[src/sdh_pkg.sv]
// Shared types, codes and constants for the standstill detector.
package sdh_pkg;

    // Configuration register indexes.
    localparam int CFG_IDX_W = 3;
    localparam logic [CFG_IDX_W-1:0] CFG_CONFIRM_TIME      = 3'd0;
    localparam logic [CFG_IDX_W-1:0] CFG_MIN_UP_ALIGNMENT  = 3'd1;
    localparam logic [CFG_IDX_W-1:0] CFG_LINEAR_LIMITS     = 3'd2;
    localparam logic [CFG_IDX_W-1:0] CFG_ANGULAR_LIMITS    = 3'd3;
    localparam logic [CFG_IDX_W-1:0] CFG_SLIP_LIMITS       = 3'd4;
    localparam logic [CFG_IDX_W-1:0] CFG_SUSPENSION_LIMITS = 3'd5;

    // Progress is an 8-bit quotient, with one extra code for complete.
    localparam int DIV_STEPS = 8;
    localparam int DIV_CNT_W = $clog2(DIV_STEPS);
    localparam logic [8:0] PROGRESS_FULL = 9'd256;

    typedef enum logic [1:0] {
        MODE_MOVING    = 2'd0,
        MODE_CANDIDATE = 2'd1,
        MODE_STOPPED   = 2'd2
    } mode_t;

    typedef enum logic [3:0] {
        CAUSE_NONE       = 4'd0,
        CAUSE_DRIVE      = 4'd1,
        CAUSE_INVALID    = 4'd2,
        CAUSE_CONTACT    = 4'd3,
        CAUSE_POSE       = 4'd4,
        CAUSE_LINEAR     = 4'd5,
        CAUSE_ANGULAR    = 4'd6,
        CAUSE_SLIP       = 4'd7,
        CAUSE_SUSPENSION = 4'd8,
        CAUSE_ENTERED    = 4'd9,
        CAUSE_CONFIRMED  = 4'd10
    } cause_t;

    typedef enum logic [1:0] {
        ST_IDLE = 2'd0,
        ST_EVAL = 2'd1,
        ST_DIV  = 2'd2,
        ST_LOAD = 2'd3
    } ctrl_state_t;

    typedef struct packed {
        logic               drive_requested;
        logic               values_valid;
        logic               has_contact;
        logic signed [15:0] up_alignment;
        logic [15:0]        linear_speed;
        logic [15:0]        angular_speed;
        logic [15:0]        slip_left;
        logic [15:0]        slip_right;
        logic [15:0]        suspension_left;
        logic [15:0]        suspension_right;
        logic [15:0]        elapsed_time;
    } in_item_t;

    typedef struct packed {
        logic [1:0]  mobility_mode;
        logic [3:0]  transition_cause;
        logic [31:0] time_in_mode;
        logic [8:0]  stop_progress;
    } out_item_t;

    typedef struct packed {
        logic [23:0]        confirm_time;
        logic signed [15:0] min_up_alignment;
        logic [31:0]        linear_limits;
        logic [31:0]        angular_limits;
        logic [31:0]        slip_limits;
        logic [31:0]        suspension_limits;
    } cfg_t;

    // Controller to datapath.
    typedef struct packed {
        logic capture;
        logic eval;
        logic div_step;
        logic load;
    } dp_cmd_t;

    // Datapath to controller.
    typedef struct packed {
        logic out_free;
    } dp_status_t;

endpackage

[src/standstill_detector_hysteresis.sv]
// Top level of the standstill detector with hysteresis.
// Each input item is one observation tick and yields exactly one result item
// carrying the mode, the last transition cause, the time in mode and the
// stop progress. The block works on one item at a time: an item is captured,
// then the thresholds are evaluated and the mode machine is stepped, then
// the bit-serial restoring division forms the progress quotient, then the
// output register is loaded, which waits while an earlier result not yet
// taken still occupies it; only after the load can the next item be accepted.
// The output register lets the next item enter while a finished result still
// waits. There is no clearing pass after reset. Configuration writes are
// always ready and must only be issued while no item is in flight; unknown
// indexes are ignored.
module standstill_detector_hysteresis
    import sdh_pkg::*;
(
    input  logic                 clk,
    input  logic                 rst_n,
    input  logic                 in_valid,
    output logic                 in_ready,
    input  in_item_t             in_data,
    output logic                 out_valid,
    input  logic                 out_ready,
    output out_item_t            out_data,
    input  logic                 cfg_valid,
    output logic                 cfg_ready,
    input  logic [CFG_IDX_W-1:0] cfg_index,
    input  logic [31:0]          cfg_data
);

    cfg_t       cfg;
    dp_cmd_t    cmd;
    dp_status_t status;

    sdh_cfg_regs u_cfg (
        .clk       (clk),
        .rst_n     (rst_n),
        .cfg_valid (cfg_valid),
        .cfg_ready (cfg_ready),
        .cfg_index (cfg_index),
        .cfg_data  (cfg_data),
        .cfg       (cfg)
    );

    sdh_ctrl u_ctrl (
        .clk      (clk),
        .rst_n    (rst_n),
        .in_valid (in_valid),
        .in_ready (in_ready),
        .status   (status),
        .cmd      (cmd)
    );

    sdh_datapath u_dp (
        .clk       (clk),
        .rst_n     (rst_n),
        .cfg       (cfg),
        .in_data   (in_data),
        .cmd       (cmd),
        .status    (status),
        .out_valid (out_valid),
        .out_ready (out_ready),
        .out_data  (out_data)
    );

endmodule

[src/sdh_cfg_regs.sv]
// Configuration register file of the standstill detector.
module sdh_cfg_regs
    import sdh_pkg::*;
(
    input  logic                 clk,
    input  logic                 rst_n,
    input  logic                 cfg_valid,
    output logic                 cfg_ready,
    input  logic [CFG_IDX_W-1:0] cfg_index,
    input  logic [31:0]          cfg_data,
    output cfg_t                 cfg
);

    cfg_t cfg_reg;

    // Writes are always taken; indexes beyond the list are dropped.
    assign cfg_ready = 1'b1;
    assign cfg       = cfg_reg;

    always_ff @(posedge clk or negedge rst_n)
    begin
        if (!rst_n)
        begin
            cfg_reg <= '0;
        end
        else if (cfg_valid)
        begin
            case (cfg_index)
                CFG_CONFIRM_TIME:      cfg_reg.confirm_time      <= cfg_data[23:0];
                CFG_MIN_UP_ALIGNMENT:  cfg_reg.min_up_alignment  <= $signed(cfg_data[15:0]);
                CFG_LINEAR_LIMITS:     cfg_reg.linear_limits     <= cfg_data;
                CFG_ANGULAR_LIMITS:    cfg_reg.angular_limits    <= cfg_data;
                CFG_SLIP_LIMITS:       cfg_reg.slip_limits       <= cfg_data;
                CFG_SUSPENSION_LIMITS: cfg_reg.suspension_limits <= cfg_data;
                default:               ;
            endcase
        end
    end

endmodule

[src/sdh_ctrl.sv]
// Sequencing state machine: accept, evaluate, divide, then hand to the output register.
module sdh_ctrl
    import sdh_pkg::*;
(
    input  logic       clk,
    input  logic       rst_n,
    input  logic       in_valid,
    output logic       in_ready,
    input  dp_status_t status,
    output dp_cmd_t    cmd
);

    ctrl_state_t          state_reg, state_next;
    logic [DIV_CNT_W-1:0] cnt_reg, cnt_next;
    logic                 div_last;

    assign div_last = (cnt_reg == DIV_CNT_W'(DIV_STEPS - 1));

    // Next state and step counter.
    always_comb
    begin
        state_next = state_reg;
        cnt_next   = cnt_reg;
        case (state_reg)
            ST_IDLE:
            begin
                if (in_valid)
                begin
                    state_next = ST_EVAL;
                end
            end
            ST_EVAL:
            begin
                cnt_next   = '0;
                state_next = ST_DIV;
            end
            ST_DIV:
            begin
                cnt_next = cnt_reg + 1'b1;
                if (div_last)
                begin
                    state_next = ST_LOAD;
                end
            end
            ST_LOAD:
            begin
                if (status.out_free)
                begin
                    state_next = ST_IDLE;
                end
            end
            default:
            begin
                state_next = ST_IDLE;
            end
        endcase
    end

    // Commands to the datapath.
    always_comb
    begin
        in_ready     = 1'b0;
        cmd          = '0;
        case (state_reg)
            ST_IDLE:
            begin
                in_ready    = 1'b1;
                cmd.capture = in_valid;
            end
            ST_EVAL: cmd.eval     = 1'b1;
            ST_DIV:  cmd.div_step = 1'b1;
            ST_LOAD: cmd.load     = status.out_free;
            default: ;
        endcase
    end

    always_ff @(posedge clk or negedge rst_n)
    begin
        if (!rst_n)
        begin
            state_reg <= ST_IDLE;
            cnt_reg   <= '0;
        end
        else
        begin
            state_reg <= state_next;
            cnt_reg   <= cnt_next;
        end
    end

    // A new item is only taken with the datapath idle.
    a_capture_idle: assert property (@(posedge clk) disable iff (!rst_n)
        cmd.capture |=> state_reg == ST_EVAL)
        else $error("capture did not lead to evaluation");
    a_div_length: assert property (@(posedge clk) disable iff (!rst_n)
        (state_reg == ST_EVAL) |=> (state_reg == ST_DIV) && (cnt_reg == '0))
        else $error("division did not start from step zero");
    a_load_once: assert property (@(posedge clk) disable iff (!rst_n)
        cmd.load |=> state_reg == ST_IDLE)
        else $error("controller stayed after loading a result");

endmodule

[src/sdh_datapath.sv]
// Mode state, saturating timer, threshold checks, progress divider and output register.
module sdh_datapath
    import sdh_pkg::*;
(
    input  logic       clk,
    input  logic       rst_n,
    input  cfg_t       cfg,
    input  in_item_t   in_data,
    input  dp_cmd_t    cmd,
    output dp_status_t status,
    output logic       out_valid,
    input  logic       out_ready,
    output out_item_t  out_data
);

    mode_t     mode_reg, mode_next;
    cause_t    cause_reg, cause_next;
    logic [31:0] timer_reg, timer_next;
    in_item_t  item_reg;
    logic [24:0] rem_reg;
    logic [7:0]  quot_reg;
    out_item_t out_reg;
    logic      out_valid_reg;

    logic [32:0] timer_sum;
    logic [31:0] timer_sat;
    cause_t      fail;
    logic [24:0] rem_shift;
    logic [24:0] divisor;
    logic        div_bit;
    logic [8:0]  progress;

    // Priority-ordered failure check against enter or exit thresholds.
    function automatic cause_t check_failure(input in_item_t it, input cfg_t c,
                                             input logic exiting);
        logic [15:0] slip;
        logic [15:0] susp;
        logic [15:0] lim_lin;
        logic [15:0] lim_ang;
        logic [15:0] lim_slip;
        logic [15:0] lim_susp;
        slip     = (it.slip_left > it.slip_right) ? it.slip_left : it.slip_right;
        susp     = (it.suspension_left > it.suspension_right) ?
                   it.suspension_left : it.suspension_right;
        lim_lin  = exiting ? c.linear_limits[31:16]     : c.linear_limits[15:0];
        lim_ang  = exiting ? c.angular_limits[31:16]    : c.angular_limits[15:0];
        lim_slip = exiting ? c.slip_limits[31:16]       : c.slip_limits[15:0];
        lim_susp = exiting ? c.suspension_limits[31:16] : c.suspension_limits[15:0];
        if (it.drive_requested)
            return CAUSE_DRIVE;
        if (!it.values_valid)
            return CAUSE_INVALID;
        if (!it.has_contact)
            return CAUSE_CONTACT;
        if (it.up_alignment < c.min_up_alignment)
            return CAUSE_POSE;
        if (it.linear_speed >= lim_lin)
            return CAUSE_LINEAR;
        if (it.angular_speed >= lim_ang)
            return CAUSE_ANGULAR;
        if (slip >= lim_slip)
            return CAUSE_SLIP;
        if (susp >= lim_susp)
            return CAUSE_SUSPENSION;
        return CAUSE_NONE;
    endfunction

    // Saturating time accumulation.
    assign timer_sum = {1'b0, timer_reg} + {17'd0, item_reg.elapsed_time};
    assign timer_sat = timer_sum[32] ? '1 : timer_sum[31:0];
    assign fail      = check_failure(item_reg, cfg, mode_reg == MODE_STOPPED);

    // Mode transition for one tick.
    always_comb
    begin
        mode_next  = mode_reg;
        cause_next = cause_reg;
        timer_next = timer_sat;
        case (mode_reg)
            MODE_CANDIDATE:
            begin
                if (fail != CAUSE_NONE)
                begin
                    mode_next  = MODE_MOVING;
                    cause_next = fail;
                    timer_next = '0;
                end
                else if (timer_sat >= {8'd0, cfg.confirm_time})
                begin
                    mode_next  = MODE_STOPPED;
                    cause_next = CAUSE_CONFIRMED;
                    timer_next = '0;
                end
            end
            MODE_STOPPED:
            begin
                if (fail != CAUSE_NONE)
                begin
                    mode_next  = MODE_MOVING;
                    cause_next = fail;
                    timer_next = '0;
                end
            end
            default:
            begin
                mode_next = MODE_MOVING;
                if (fail == CAUSE_NONE)
                begin
                    mode_next  = MODE_CANDIDATE;
                    cause_next = CAUSE_ENTERED;
                    timer_next = '0;
                end
            end
        endcase
    end

    // One restoring division step. A candidate's timer stays below the
    // confirm time, so the remainder fits and the quotient has 8 bits.
    assign divisor   = {1'b0, cfg.confirm_time};
    assign rem_shift = {rem_reg[23:0], 1'b0};
    assign div_bit   = (rem_shift >= divisor);

    // Progress is only shown while a candidate.
    always_comb
    begin
        progress = '0;
        if (mode_reg == MODE_CANDIDATE)
        begin
            progress = (cfg.confirm_time == '0) ? PROGRESS_FULL : {1'b0, quot_reg};
        end
    end

    assign status.out_free = !out_valid_reg || out_ready;
    assign out_valid       = out_valid_reg;
    assign out_data        = out_reg;

    // Detector state and output handshake.
    always_ff @(posedge clk or negedge rst_n)
    begin
        if (!rst_n)
        begin
            mode_reg      <= MODE_MOVING;
            cause_reg     <= CAUSE_NONE;
            timer_reg     <= '0;
            out_valid_reg <= 1'b0;
        end
        else
        begin
            if (cmd.eval)
            begin
                mode_reg  <= mode_next;
                cause_reg <= cause_next;
                timer_reg <= timer_next;
            end
            if (cmd.load)
            begin
                out_valid_reg <= 1'b1;
            end
            else if (out_ready)
            begin
                out_valid_reg <= 1'b0;
            end
        end
    end

    // Item capture, divider and output payload.
    always_ff @(posedge clk)
    begin
        if (cmd.capture)
        begin
            item_reg <= in_data;
        end
        if (cmd.eval)
        begin
            rem_reg  <= {1'b0, timer_next[23:0]};
            quot_reg <= '0;
        end
        else if (cmd.div_step)
        begin
            rem_reg  <= div_bit ? (rem_shift - divisor) : rem_shift;
            quot_reg <= {quot_reg[6:0], div_bit};
        end
        if (cmd.load)
        begin
            out_reg.mobility_mode    <= mode_reg;
            out_reg.transition_cause <= cause_reg;
            out_reg.time_in_mode     <= timer_reg;
            out_reg.stop_progress    <= progress;
        end
    end

    a_progress_mode: assert property (@(posedge clk) disable iff (!rst_n)
        out_valid_reg && (out_reg.stop_progress != '0) |->
            out_reg.mobility_mode == MODE_CANDIDATE)
        else $error("progress shown outside the candidate mode");
    a_timer_clear: assert property (@(posedge clk) disable iff (!rst_n)
        cmd.eval && (mode_next != mode_reg) |=> timer_reg == '0)
        else $error("timer not cleared on a mode change");
    a_rem_bound: assert property (@(posedge clk) disable iff (!rst_n)
        cmd.div_step && (mode_reg == MODE_CANDIDATE) && (cfg.confirm_time != '0) |->
            rem_reg < divisor)
        else $error("divider remainder out of range");
    a_load_free: assert property (@(posedge clk) disable iff (!rst_n)
        cmd.load |-> (!out_valid_reg || out_ready))
        else $error("result loaded over one not yet taken");

endmodule
[config.mk]
export PLATFORM = sky130hd
export DESIGN_NAME = standstill_detector_hysteresis
export DESIGN_NICKNAME = d
export VERILOG_FILES = /design/src/sdh_pkg.sv /design/src/standstill_detector_hysteresis.sv /design/src/sdh_cfg_regs.sv /design/src/sdh_ctrl.sv /design/src/sdh_datapath.sv
export SDC_FILE = /design/constraint.sdc
export NUM_CORES = 1
export LEC_CHECK = 0
export BUFFER_PORTS_ARGS = -buffer_cell sky130_fd_sc_hd__buf_4
export CORE_MARGIN = 2
export CORE_UTILIZATION = 35
export DETAILED_ROUTE_END_ITERATION = 6
export PLACE_DENSITY_LB_ADDON = 0.05
export SLEW_MARGIN = 5
export SYNTH_ARGS = -nofsm -noshare
export SYNTH_HDL_FRONTEND = slang
export SYNTH_HIERARCHICAL = 1
export SYNTH_SLANG_ARGS = --single-unit
[constraint.sdc]
create_clock -name clk -period 11.3 [get_ports clk]
set_input_delay 2.26 -clock clk [delete_from_list [all_inputs] [get_ports clk]]
set_output_delay 2.26 -clock clk [all_outputs]
set_load 0.005 [all_outputs]
==> results of run 1 <==
[cells in the mapped netlist, types with 4 or more instances]
cell type,n
xor2_1,11
nor4_1,16
dfrtp_1,212
nor2_1,87
nor2b_1,12
a21o_1,43
buf_6,11
mux2i_1,85
nor3b_1,14
o211ai_1,21
inv_1,127
nor3_1,18
a211oi_1,12
or3_1,4
a311oi_1,4
edfxtp_1,202
o21ai_0,56
nand3_1,31
nand2b_1,11
a21oi_1,75
a31oi_1,27
a211o_1,6
buf_2,14
buf_1,7
and3_1,15
o21a_1,24
mux2_2,177
mux2_1,16
and2_1,10
or2_2,6
and4_1,7
xnor2_1,25
ha_1,183
o31ai_1,9
nand4_1,41
o2111ai_1,7
dfxtp_1,8
o221ai_1,44
clkbuf_1,36
a41oi_1,8
nand2_1,91
[power by group through the flow]
stage          Sequential (mW)  Clock (mW)  Combinational (mW)
3_3_place_gp              2.36           0                2.62
6_report                  2.33        1.76                2.66
4_1_cts                   2.33        1.81                2.68
3_5_place_dp              2.36           0                2.66
5_1_grt                   2.38        1.86                2.97
2_1_floorplan             2.27           0                1.86
[metal layers]
metal	vias to the layer above	GRT usage	part of all wire
li1	7552	-	-
met1	7909	0.264	0.46
met2	372	0.319	0.47
met3	88	0.0273	0.043
met4	2	0.0525	0.023
met5	-	0	0.00011
[area by class of cell]
type	instances	area (sq um)	area share
Clock inverter	23	258	0.00949
Clock buffer	72	1600	0.0590
Sequential cell	422	11500	0.424
Multi-Input combinational cell	1262	10400	0.384
Tap cell	855	1070	0.0394
Timing Repair Buffer	239	1800	0.0663
Inverter	127	477	0.0175
[cells in the final DEF, fill, tap and decap left out, types with 10 or more instances in the layout]
cell type,instances
nand2_1,91
a211oi_1,11
xnor2_1,25
nand3_1,31
o211ai_1,21
a21oi_1,75
and3_1,15
clkbuf_8,11
nor4_1,15
a21o_1,43
nand2b_1,11
o21a_1,24
nor2b_1,12
nor3_1,18
mux2_2,177
clkinv_2,10
nand4_1,41
o21ai_0,56
a31oi_1,27
nor2_1,87
dfrtp_1,212
edfxtp_1,202
ha_1,181
clkbuf_16,58
buf_4,238
mux2_1,16
xor2_1,11
nor3b_1,14
inv_1,127
mux2i_1,85
o221ai_1,44
[metrics by stage]
step | worst slack [ns] | utilization
2_1_floorplan | 5.55 | -
3_3_place_gp | 4.69 | 0.393
3_5_place_dp | 4.56 | 0.393
4_1_cts | 4.53 | 0.422
5_1_grt | 4.07 | 0.422
6_report | 4.57 | 0.422
[kinds of logic (layout without fill, tap and decap cells)]
family / Yosys count / count (layout)
other cells: 1 / 1
fa+ha+maj: 185 / 185
flops: 422 / 422
simple gates: 385 / 385
mux: 278 / 278
buf+inv: 196 / 461
xor+xnor: 36 / 36
compound gates: 377 / 377
[final timing paths]
| path | depth (start not counted) | endpoint | start | slack (ns) |
|---|---|---|---|---|
| setup / recovery | 21 | u_dp/rem_reg[10] | u_dp/item_reg[65] | 4.57 |
| hold / removal | 0 | u_dp/out_data[41] | u_dp/cause_reg[0] | 0.45 |
| setup reg to reg | 21 | u_dp/rem_reg[10] | u_dp/item_reg[65] | 4.57 |
| hold reg to reg | 0 | u_dp/out_data[41] | u_dp/cause_reg[0] | 0.45 |
| max in group asynchronous | 3 | u_cfg/cfg[69] | rst_n | 7.33 |
| min in group asynchronous | 1 | u_dp/timer_reg[14] | rst_n | 1.72 |
==> impl_metrics.py, run 1 <==
metrics = {
    "global_routing": {
        "grt_pass1_vias": 16300,
        "grt_util_all_layers": 0.193,
        "grt-ovfl-total": 0,
        "grt_max_degree": 76,
        "antenna_found_initial": 1,
        "grt_first_pass_wirelength_mm": 98.9,
    },
    "drt": {
        "route.detailed.drc": 0,
        "routed-via-count": 15900,
        "vias_per_cell": 5.31,
        "firstDrtPassIters": 5,
        "routed_wl_mm": 64.9,
        "first_iter_violations": 1011,
        "wl_per_cell_um": 21.6,
        "antenna_left": 0,
    },
    "yosys": {
        "synth_xor_area_frac": 0.0139,
        "ys_ff_latch": 422,
        "yosys.area_share.simple": 0.0893,
        "yosys.area.top_type": "edfxtp_1",
        "netlist_instances": 1880,
        "synth_edf_count": 202,
        "muxShareOfSynthArea": 0.133,
        "yosysUniqueCellTypes": 85,
        "synth_top_flop_cell": "dfrtp_1",
        "synth_area_sq_um": 22700,
        "synth_compound_area_frac": 0.117,
        "synth_async_sr_flop_share": 0.502,
        "yosys.area_share.adder": 0.102,
        "ys_seq_area_frac": 0.507,
        "syn-num-nets": 2236,
        "synth_top_area_share": 0.267,
        "synth.area.top_cells": "edfxtp_1 27%, dfrtp_1 23%, ha_1 10%",
        "ys.warnings.count": 6,
        "synth_top_family_by_area": "multiplexers",
        "avgSynthCellArea_sq_um": 12.1,
    },
    "clocking": {
        "insertion_delay_ns": 0.61,
        "cts.clk_slew.worst_paths_ns": 0.06,
        "postCtsHoldBufs": 0,
        "cts.sinks": 422,
        "clock_path_buffers": 3,
        "h-tree-depth": 2,
        "cts_buffers": 51,
        "cts_setup_buffers": 0,
        "clockRootBuffer": "clkbuf_16",
        "cts_resized": 0,
        "cts_tree": "built",
    },
    "worst_setup_path": {
        "crit_type": "flip-flop to flip-flop",
        "crit_slowest_cell": "and3_1",
        "cp.required_ns": 11.60,
        "path_max_fanout": 21,
        "startpoint_type": "flip-flop",
        "path_delay_family": "compound AO/OA/AOI/OAI gates",
        "max_stage_delay_ns": 0.88,
        "endpoint_kind": "flip-flop",
        "critical_path_arrival_ns": 7.03,
        "cpMostUsedCell": "o21a_1",
        "crit_buf_inv": 1,
        "crit_chain": "ha_1, nor2b_1, o21a_1, o21a_1, o21a_1, o21a_1, o21ai_0, a21oi_1, o31ai_2, buf_4, mux2_2, ha_1, a21oi_1, o21ai_0, a211oi_1, o31ai_1, nor4_2, and3_1, nor2_1, o21ai_0, o221ai_1",
    },
    "cells_and_area": {
        "stdcell_area_sq_um": 27200,
        "nets": 2459,
        "largest_register_ff_count": 168,
        "insertedDiodeCount": 0,
        "layout-drive-gt1-share": 0.248,
        "areaGrowthSynthToFinish_pct": 19.5,
        "final_cells": 3000,
        "fillCellCount": 6083,
    },
    "timing": {
        "finalSetupViolCount": 0,
        "finClkSkew_ns": 0.0266,
        "fin_crit_sh": 0.595,
        "hold_slack_ns": 0.450,
        "finalHoldViolations": 0,
        "fmax_mhz": 149,
        "post-route-min-period_ns": 6.73,
        "tightest_slew_ns": 1.17,
        "rsz0062_at_grt": "no",
        "max_slew_margin": 0.218,
        "final-max-slew-violation-count": 0,
        "tns_ns": 0,
    },
    "floorplan": {
        "die_area_sq_um": 67000,
        "ios": 221,
        "die_h_um": 259,
        "initial_utilization": 0.353,
        "std_cell_rows": 93,
        "die_w_um": 259,
        "coreArea_sq_um": 64300,
    },
    "place": {
        "placed_cell_area_sq_um": 25300,
        "io_buffers": 219,
        "dpl.hpwl_mm": 47.6,
        "post-place-cells": 2905,
        "routabilityCongestion": 0.863,
    },
    "power_and_ir_drop": {
        "power.switching_mw": 2.45,
        "switching_share": 0.362,
        "ir_drop_uv": 113,
        "pwr-share-comb": 0.394,
        "power_leakage_nw": 11.4,
        "internal_power_mw": 4.30,
        "seqPwrFrac": 0.345,
        "clkPwrFrac": 0.260,
        "p_total_mw": 6.75,
        "power_density_nw_per_um2": 249,
    },
    "job": {
        "maxCapViolations": 0,
    },
    "outcome": {
        "status": "finished, final reports clean",
    },
    "hold_path": {
        "hold_path_class": "flip-flop to flip-flop",
    },
}
No activity file was read; power rests on OpenSTA's default activity.
==> inputs of run 2 (changes only) <==
--- a/config.mk
+++ b/config.mk
@@ -5,6 +5,7 @@
 export SDC_FILE = /design/constraint.sdc
 export NUM_CORES = 1
 export LEC_CHECK = 0
+export ABC_AREA = 1
 export BUFFER_PORTS_ARGS = -buffer_cell sky130_fd_sc_hd__buf_4
 export CORE_MARGIN = 2
 export CORE_UTILIZATION = 35
==> constraint.sdc (replaced) <==
create_clock -name clk -period 6 [get_ports clk]
set_input_delay 1.2 -clock clk [delete_from_list [all_inputs] [get_ports clk]]
set_output_delay 1.2 -clock clk [all_outputs]
set_load 0.005 [all_outputs]
==> run 2 against run 1 <==
Net effect: sequential power increased by 84%; critical path type unchanged; critical endpoint is now u_dp/rem_reg[1]; combinational power increased by 80%; non-clock buffer count decreased by 2; worst hold slack improved by 0.0047 ns; cell count increased by 23%; register-to-register slack got worse by 3.7 ns; largest cell class unchanged.
==> impl_metrics.py, run 2 <==
metrics = {
    "yosys": {
        "synth_edf_count": 202,
        "avgSynthCellArea_sq_um": 8.93,
        "ys_seq_area_frac": 0.501,
        "synth_async_sr_flop_share": 0.502,
        "netlist_instances": 2579,
        "yosysUniqueCellTypes": 52,
        "synth_most_common_cell": "nand2_1",
        "synth_top_area_share": 0.263,
        "syn-num-nets": 2935,
        "synthTopCellsByCount": "878 x nand2_1, 248 x inv_1, 212 x dfrtp_1",
        "synth_area_sq_um": 23000,
        "synth_top_flop_cell": "dfrtp_1",
        "synth.area.top_cells": "edfxtp_1 26%, dfrtp_1 23%, nand2_1 14%",
        "ys_ff_latch": 422,
        "yosys.area.top_type": "edfxtp_1",
        "ys.warnings.count": 6,
    },
    "timing": {
        "rsz0062_at_grt": "no",
        "max_slew_margin": 0.236,
        "tns_ns": 0,
        "setup_ws_ns": 0.847,
        "finalSetupViolCount": 0,
        "fmax_mhz": 194,
        "finClkSkew_ns": 0.0321,
        "hold_slack_ns": 0.455,
        "finalHoldViolations": 0,
        "tightest_slew_ns": 1.14,
        "post-route-min-period_ns": 5.15,
        "final-max-slew-violation-count": 0,
        "fin_crit_sh": 0.859,
    },
    "cells_and_area": {
        "largest_register_ff_count": 168,
        "nets": 3151,
        "multi_input_area_sq_um": 10200,
        "seqCellArea_sq_um": 11500,
        "areaGrowthSynthToFinish_pct": 18.7,
        "final_common_cell": "nand2_1",
        "insertedDiodeCount": 0,
        "fillCellCount": 6618,
        "mostFrequentLayoutCells": "878 x nand2_1, 246 x inv_1, 234 x buf_4",
        "layout-drive-gt1-share": 0.139,
        "stdcell_area_sq_um": 27300,
    },
    "worst_setup_path": {
        "path_max_fanout": 32,
        "cp.required_ns": 6.36,
        "startpoint_type": "flip-flop",
        "endpoint_kind": "flip-flop",
        "crit_type": "flip-flop to flip-flop",
        "critical_path_arrival_ns": 5.51,
    },
    "floorplan": {
        "ios": 221,
        "std_cell_rows": 94,
        "die_w_um": 260,
        "initial_utilization": 0.352,
        "die_area_sq_um": 67800,
        "die_h_um": 260,
        "coreArea_sq_um": 65400,
    },
    "global_routing": {
        "grt_util_all_layers": 0.193,
        "grt-ovfl-total": 0,
        "grt_max_degree": 132,
        "antenna_found_initial": 0,
        "grt_pass1_vias": 18000,
        "grt_first_pass_wirelength_mm": 101,
    },
    "place": {
        "io_buffers": 219,
        "routabilityCongestion": 0.868,
        "placed_cell_area_sq_um": 25500,
        "dpl.hpwl_mm": 47.7,
        "pre_cts_ws_ns": 0.820,
    },
    "drt": {
        "vias_per_cell": 4.84,
        "routed-via-count": 17900,
        "route.detailed.drc": 0,
        "first_iter_violations": 1036,
        "routed_wl_mm": 65.4,
        "firstDrtPassIters": 7,
        "wl_per_cell_um": 17.7,
        "antenna_left": 0,
    },
    "clocking": {
        "cts.sinks": 422,
        "h-tree-depth": 2,
        "cts_setup_buffers": 0,
        "insertion_delay_ns": 0.63,
        "cts_resized": 0,
        "cts_tree": "built",
        "clock_path_buffers": 3,
        "cts_buffers": 53,
        "clockRootBuffer": "clkbuf_16",
        "cts.clk_slew.worst_paths_ns": 0.06,
        "postCtsHoldBufs": 0,
    },
    "hold_path": {
        "hold_path_class": "flip-flop to flip-flop",
    },
    "power_and_ir_drop": {
        "power_density_nw_per_um2": 450,
        "power_leakage_nw": 13.1,
        "ir_drop_uv": 226,
        "p_total_mw": 12.3,
    },
    "job": {
        "maxCapViolations": 0,
    },
    "outcome": {
        "status": "finished, final reports clean",
    },
}
## run 2: path summary, 6_finish.rpt
path | from | depth (start not counted) | end | slack, ns
max in group asynchronous | rst_n | 2 | u_cfg/cfg[149] | 4.13
setup reg to reg | u_dp/item_reg[65] | 27 | u_dp/rem_reg[1] | 0.85
setup / recovery | u_dp/item_reg[65] | 27 | u_dp/rem_reg[1] | 0.85
hold / removal | u_dp/cause_reg[3] | 0 | u_dp/out_data[44] | 0.45
min in group asynchronous | rst_n | 1 | u_dp/out_valid | 0.71
hold reg to reg | u_dp/cause_reg[3] | 0 | u_dp/out_data[44] | 0.45
## run 2: kinds of logic (layout without fill, tap and decap cells)
| group | count (synthesis) | count (layout) | share of synthesized area |
|---|---|---|---|
| AOI/OAI and AO/OA | 234 | 234 | 0.0566 |
| xor gates and xnor gates | 37 | 37 | 0.0141 |
| adders and majority gates | 185 | 185 | 0.101 |
| buffers and inverters | 330 | 591 | 0.0589 |
| DFF | 422 | 422 | 0.501 |
| muxes | 60 | 60 | 0.0261 |
| other | 1 | 1 | 0.000163 |
| and+or+nand+nor | 1310 | 1310 | 0.242 |
## run 2: metrics by stage
| step | utilization | instances |
|---|---|---|
| final | 0.418 | 3704 |
| after global routing | 0.418 | 3704 |
| after CTS | 0.418 | 3704 |
| after detailed placement | 0.391 | 3604 |
| after global placement | 0.391 | 3604 |
| after floorplan | - | 2579 |
## run 2: critical path: stages (launching register included)
cell       delay (ns)
edfxtp_1         0.39
ha_1             0.31
inv_1            0.04
nor2_1           0.08
nor2_1           0.05
o21a_1           0.16
o221ai_1         0.17
nand2_1          0.09
o2111ai_1        0.09
nand2_1          0.58
nor2_1           0.27
a21oi_1          0.08
ha_1             0.36
a21oi_1          0.17
o21ai_0          0.11
a21oi_1          0.18
nand3_1          0.26
nor2_1           0.22
nand3_1          0.12
nand2_1          0.12
nand3_1          0.12
nor2_2           0.19
nand2_1          0.10
nand2_1          0.09
inv_2            0.03
buf_4            0.27
nand3_1          0.17
nand2_1          0.07
## run 2: cell type report
cell class | count | share of cell area
sequential | 422 | 0.422
multi-input combinational | 1827 | 0.372
timing repair buffer | 237 | 0.0663
clock buffer | 78 | 0.0565
tap | 864 | 0.0396
inverter | 254 | 0.0351
clock inverter | 22 | 0.00870
## run 2: where the power goes
| part | internal [mW] | total [mW] | switching, mW |
|---|---|---|---|
| Clock | 1.92 | 3.22 | 1.30 |
| Combinational | 1.75 | 4.80 | 3.05 |
| Sequential | 3.90 | 4.28 | 0.385 |
## run 2: per-layer routing
metal,GRT usage,up-vias,routed length [um]
met5,0,-,0
li1,-,8991,-
met2,0.325,351,31400
met3,0.0261,73,2610
met4,0.0471,0,1240
met1,0.262,8496,30200
